File: config.mk
export PLATFORM = sky130hd
export DESIGN_NAME = sgbf_emit
export DESIGN_NICKNAME = d
export VERILOG_FILES = /design/src/sv/sgbf_pkg.sv /design/src/sv/sgbf_emit.sv
export SDC_FILE = /design/constraint.sdc
export NUM_CORES = 1
export LEC_CHECK = 0
export BUFFER_PORTS_ARGS = -buffer_cell sky130_fd_sc_hd__buf_4
export CAP_MARGIN = 20
export CORE_ASPECT_RATIO = 1.25
export CORE_UTILIZATION = 54
export DETAILED_ROUTE_END_ITERATION = 12
export PLACE_DENSITY = 0.93
export SYNTH_ARGS = -nofsm -noshare
export SYNTH_HDL_FRONTEND = slang
export SYNTH_SLANG_ARGS = --single-unit
File: constraint.sdc
create_clock -name vclk -period 7.4
set_input_delay 1.48 -clock vclk [all_inputs]
set_output_delay 1.48 -clock vclk [all_outputs]
set_load 0.01 [all_outputs]
File: src/sv/sgbf_pkg.sv
// Shared constants, types and byte tables of the stored gzip block framer.
package sgbf_pkg;

	localparam int STORE_BYTES = 32768;
	localparam int ADDR_W = (STORE_BYTES > 1) ? $clog2(STORE_BYTES) : 1;
	localparam int IDX_W = 17;
	localparam int CNT_W = 16;

	localparam logic [1:0] KIND_BYTE = 2'd0;
	localparam logic [1:0] KIND_CLOSE = 2'd1;
	localparam logic [1:0] KIND_CLOSE_EOF = 2'd2;
	localparam logic [1:0] KIND_PULL = 2'd3;

	localparam logic [1:0] ST_OK = 2'd0;
	localparam logic [1:0] ST_REFUSED = 2'd1;
	localparam logic [1:0] ST_EMPTY = 2'd2;

	localparam logic [IDX_W-1:0] HEAD_LEN = IDX_W'(16);
	localparam logic [IDX_W-1:0] PRE_DATA = IDX_W'(23);
	localparam logic [CNT_W-1:0] BSIZE_ADD = CNT_W'(30);
	localparam logic [31:0] CRC_INIT = 32'hFFFF_FFFF;
	localparam logic [31:0] CRC_POLY = 32'hEDB8_8320;

	// j counts from the first byte after the data: CRC, ISIZE, then marker
	localparam logic [IDX_W:0] J_MEMBER_END = (IDX_W+1)'(7);
	localparam logic [IDX_W:0] J_MARKER_END = (IDX_W+1)'(35);
	localparam logic [4:0] J_MARKER_BASE = 5'd8;

	typedef struct packed {
		logic [7:0] byte_val;
		logic last;
		logic sel_ram;
		logic done;
	} emit_t;

	function automatic logic [7:0] head_byte(input logic [3:0] idx);
		logic [7:0] b;
		unique case (idx)
			4'd0: b = 8'h1f;
			4'd1: b = 8'h8b;
			4'd2: b = 8'h08;
			4'd3: b = 8'h04;
			4'd9: b = 8'hff;
			4'd10: b = 8'h06;
			4'd12: b = 8'h42;
			4'd13: b = 8'h43;
			4'd14: b = 8'h02;
			default: b = 8'h00;
		endcase
		return b;
	endfunction

	function automatic logic [7:0] marker_byte(input logic [4:0] idx);
		logic [7:0] b;
		if (idx < 5'd16) begin
			b = head_byte(idx[3:0]);
		end else begin
			unique case (idx)
				5'd16: b = 8'h1b;
				5'd18: b = 8'h03;
				default: b = 8'h00;
			endcase
		end
		return b;
	endfunction

	function automatic logic [31:0] crc_byte(input logic [31:0] crc_in,
		input logic [7:0] b);
		logic [31:0] c;
		c = crc_in ^ {24'd0, b};
		for (int k = 0; k < 8; k++) begin
			c = c[0] ? ((c >> 1) ^ CRC_POLY) : (c >> 1);
		end
		return c;
	endfunction

endpackage

File: src/sv/sgbf_emit.sv
// Member and end marker byte selection for one drain position.
module sgbf_emit (
	input  logic [sgbf_pkg::IDX_W-1:0]  idx,
	input  logic [sgbf_pkg::CNT_W-1:0]  count,
	input  logic [31:0]                 crc,
	input  logic                        marker,
	output sgbf_pkg::emit_t             emit,
	output logic [sgbf_pkg::ADDR_W-1:0] raddr
);

	logic [sgbf_pkg::CNT_W-1:0] bsize;
	logic [sgbf_pkg::CNT_W-1:0] nlen;
	logic [31:0] crc_fin;
	logic [sgbf_pkg::IDX_W-1:0] k;
	logic [sgbf_pkg::IDX_W:0] j;
	logic [4:0] m;

	assign bsize = count + sgbf_pkg::BSIZE_ADD;
	assign nlen = ~count;
	assign crc_fin = ~crc;
	assign k = idx - sgbf_pkg::PRE_DATA;
	assign j = {1'b0, k} - {{(sgbf_pkg::IDX_W+1-sgbf_pkg::CNT_W){1'b0}}, count};
	assign m = j[4:0] - sgbf_pkg::J_MARKER_BASE;
	assign raddr = k[sgbf_pkg::ADDR_W-1:0];

	always_comb begin
		emit = '0;
		if (idx < sgbf_pkg::HEAD_LEN) begin
			emit.byte_val = sgbf_pkg::head_byte(idx[3:0]);
		end else if (idx < sgbf_pkg::PRE_DATA) begin
			unique case (idx[2:0])
				3'd0: emit.byte_val = bsize[7:0];
				3'd1: emit.byte_val = bsize[15:8];
				3'd2: emit.byte_val = 8'h01;
				3'd3: emit.byte_val = count[7:0];
				3'd4: emit.byte_val = count[15:8];
				3'd5: emit.byte_val = nlen[7:0];
				3'd6: emit.byte_val = nlen[15:8];
				default: emit.byte_val = 8'h00;
			endcase
		end else if (j[sgbf_pkg::IDX_W]) begin
			emit.sel_ram = 1'b1;
		end else if (j < (sgbf_pkg::IDX_W+1)'(4)) begin
			emit.byte_val = crc_fin[8*j[1:0] +: 8];
		end else if (j < (sgbf_pkg::IDX_W+1)'(8)) begin
			emit.byte_val = (j[1] == 1'b0) ? count[8*j[0] +: 8] : 8'h00;
		end else begin
			emit.byte_val = sgbf_pkg::marker_byte(m);
		end
		if (idx >= sgbf_pkg::PRE_DATA && !j[sgbf_pkg::IDX_W]) begin
			emit.last = (j == sgbf_pkg::J_MEMBER_END) || (j == sgbf_pkg::J_MARKER_END);
			emit.done = marker ? (j == sgbf_pkg::J_MARKER_END)
			                   : (j == sgbf_pkg::J_MEMBER_END);
		end
	end

endmodule

==> results by group <==
Run status
  • Status: complete, no violations

Finish
  • Final Core Density: 71.6%
  • Final-stage net count: 572
  • Clock buf count: 0
  • Share of cells above drive strength 1: 26.2%
  • Fill cell count: 419
  • Register Area: 0 sq um
  • Antenna cells: 0
  • Area grow syn2layout: 24.7%
  • Sequential cells: 0

Worst hold path
  • Worst Hold Class: input pin to output port
  • Hold Path Depth: 3
  • Hold EP: raddr[12]
  • HP Start: idx[12]

Yosys
  • Syn Area/Cell: 6.99 sq um
  • Sequential area share after synthesis: 0%
  • Most common library cells after synthesis: a21oi_1 (53), ha_1 (29), inv_1 (28), nor2_1 (28), o21ai_0 (27)
  • Area leader, netlist: ha_1
  • Cell with the most instances after synthesis: a21oi_1
  • Synth area leaders: ha_1 (13%), a21oi_1 (9.5%), mux2i_1 (6.4%)
  • Ys Warns: 0
  • Post-Synthesis Cells: 400
  • Top cell type's share of synthesized area: 13.0%
  • Cell Area, Synth: 0.00280 sq mm
  • Netlist cell types: 62
  • Syn_nets: 496

Floorplan
  • Core box area: 0.00487 sq mm
  • Cell Rows: 28
  • Die area: 0.00547 sq mm
  • Initial Util: 57.4%
  • Die width: 66.4 um
  • Die H: 82.4 um
  • I/O pin cnt: 92

Global route
  • Overflow after GRT: 0
  • Initial antenna violation count: 0
  • Vias in the first global route: 3194
  • GRT Util Overall: 36.6%
  • Largest net degree at the start of global routing: 22
  • First-pass GRT wire length: 15200 um

Flow run
  • MaxCap Viol Count: 0

Critical path
  • Setup CP Type: input pin to output port
  • Worst setup EP type: output port
  • CP startpoint kind: input pin
  • CP arrival: 5.54 ns
  • Crit-path max FO: 16
  • CP required: 5.92 ns

Routing
  • Number of remaining DRC errors: 0
  • Vias per cell: 6.42
  • Vias: 3426
  • Final wirelength: 10100 um
  • DRT iter0 DRCs: 241
  • Detail-routed net length per standard cell: 18.8 um
  • ANT nets after route: 0
  • Pre-antenna DRT Iters: 5

Clock tree
  • Post-cts resize count: 0
  • Post-CTS Setup Repair Bufs: 0
  • Cts hold-fix bufs: 0

Power
  • P_leak: 1.57 nW
  • Maximum VDD drop: 0.0807 mV
  • Pwr per Cell Area: 116 mW/mm^2
  • Total power: 0.406 mW

Timing
  • Worst slew margin: 32.8%
  • RSZ-0062 raised after global routing: false
  • Actual slew at the worst max-slew pin: 1.00 ns
  • TNS Setup: 0 ns
  • Max Clk Rate: 142 MHz
  • Endpoints failing setup: 0
  • Final period utilization: 94.9%
  • Final hold viol count: 0
  • Final min period: 7.02 ns
  • Pins Over Slew Limit: 0

Placed design
  • Routability cong.: 0.943
  • Final HPWL DP: 8310 um
  • # port buffers: 92
-- layer usage --
layer	up-vias	GRT usage [%]	routed length (um)
met5	-	0	0
li1	1639	-	-
met3	36	3.30	743
met2	189	69.5	5180
met1	1562	41.2	3700
met4	0	15.1	445
-- worst max-delay path by stage --
| stage | slack [ns] | endpoint | depth (start not counted) | from |
|---|---|---|---|---|
| after global routing | 0.02 | emit[5] | 17 | idx[2] |
| after global placement | 0.42 | emit[5] | 17 | idx[2] |
| final | 0.38 | emit[4] | 17 | idx[2] |
| after detailed placement | 0.34 | emit[4] | 17 | idx[2] |
| after floorplan | 0.94 | emit[3] | 17 | idx[2] |
| after CTS | 0.32 | emit[4] | 17 | idx[2] |
-- power breakdown --
| part | switching, mW | internal [mW] | leakage (nW) |
|---|---|---|---|
| clock network | 0 | 0 | 0 |
| registers | 0 | 0 | 0 |
| logic | 0.227 | 0.178 | 1.57 |
-- area by class of cell --
class / instances / area [sq um] / share of cell area, %
repair buffers: 96 / 721 / 20.7
inverters: 29 / 109 / 3.12
well taps: 60 / 75.1 / 2.15
multi-input cells: 349 / 2580 / 74.0
-- through the flow --
step                hold WS [ns]  instance area [sq um]  setup WS, ns  instances
floorplan                   3.03                   2800         0.935        400
global placement            3.26                   3480         0.425        534
detailed placement          3.27                   3480         0.344        534
CTS                         3.27                   3480         0.323        534
global route                3.27                   3480        0.0212        534
finish                      3.27                   3480         0.381        534
-- placed cells by master (no fill, tap or decap), types with 2 or more instances in the layout --
cell,instances
xnor2_1,19
mux2_2,5
o211ai_1,2
o32a_1,2
a221oi_1,7
o21ai_1,6
mux2i_1,18
nor4_1,6
inv_1,28
xor2_1,13
and3_1,7
or3_1,6
a31oi_1,4
nor2_1,28
nand4_1,4
nand3_1,12
buf_4,96
mux4_1,2
o21a_1,2
nor3_1,11
ha_1,29
o21bai_1,4
o41ai_1,2
nor2_2,2
o21ai_0,27
a21oi_1,53
or4_4,2
a21boi_0,3
nor2b_1,5
nand2_1,26
a211oi_1,6
mux4_2,6
a211o_1,2
a21o_1,4
-- cell families (layout without fill, tap and decap cells) --
logic type	count (synthesis)	in the layout	share of synthesized area, %
XOR/XNOR	33	33	10.3
buffers and inverters	51	125	8.01
multiplexers	31	31	15.2
AO/OA/AOI/OAI	137	137	31.1
adder cells (fa/ha/maj)	30	30	13.7
AND/OR/NAND/NOR	118	118	21.7
-- worst max-delay path, cell delays in order --
cell and delay (ns):
buf_4 0.18, clkinv_1 0.25, nor3_1 0.37, o21a_1 0.26, buf_4 0.18, xnor2_1 0.17
ha_1 0.38, nand2_1 0.11, a211oi_1 0.05, a211o_1 0.33, a311oi_1 0.42, o21ai_0 0.20
xnor2_1 0.26, and3_2 0.38, mux2i_1 0.26, a21oi_1 0.10, buf_4 0.15
(Power assumes the default switching activity.)
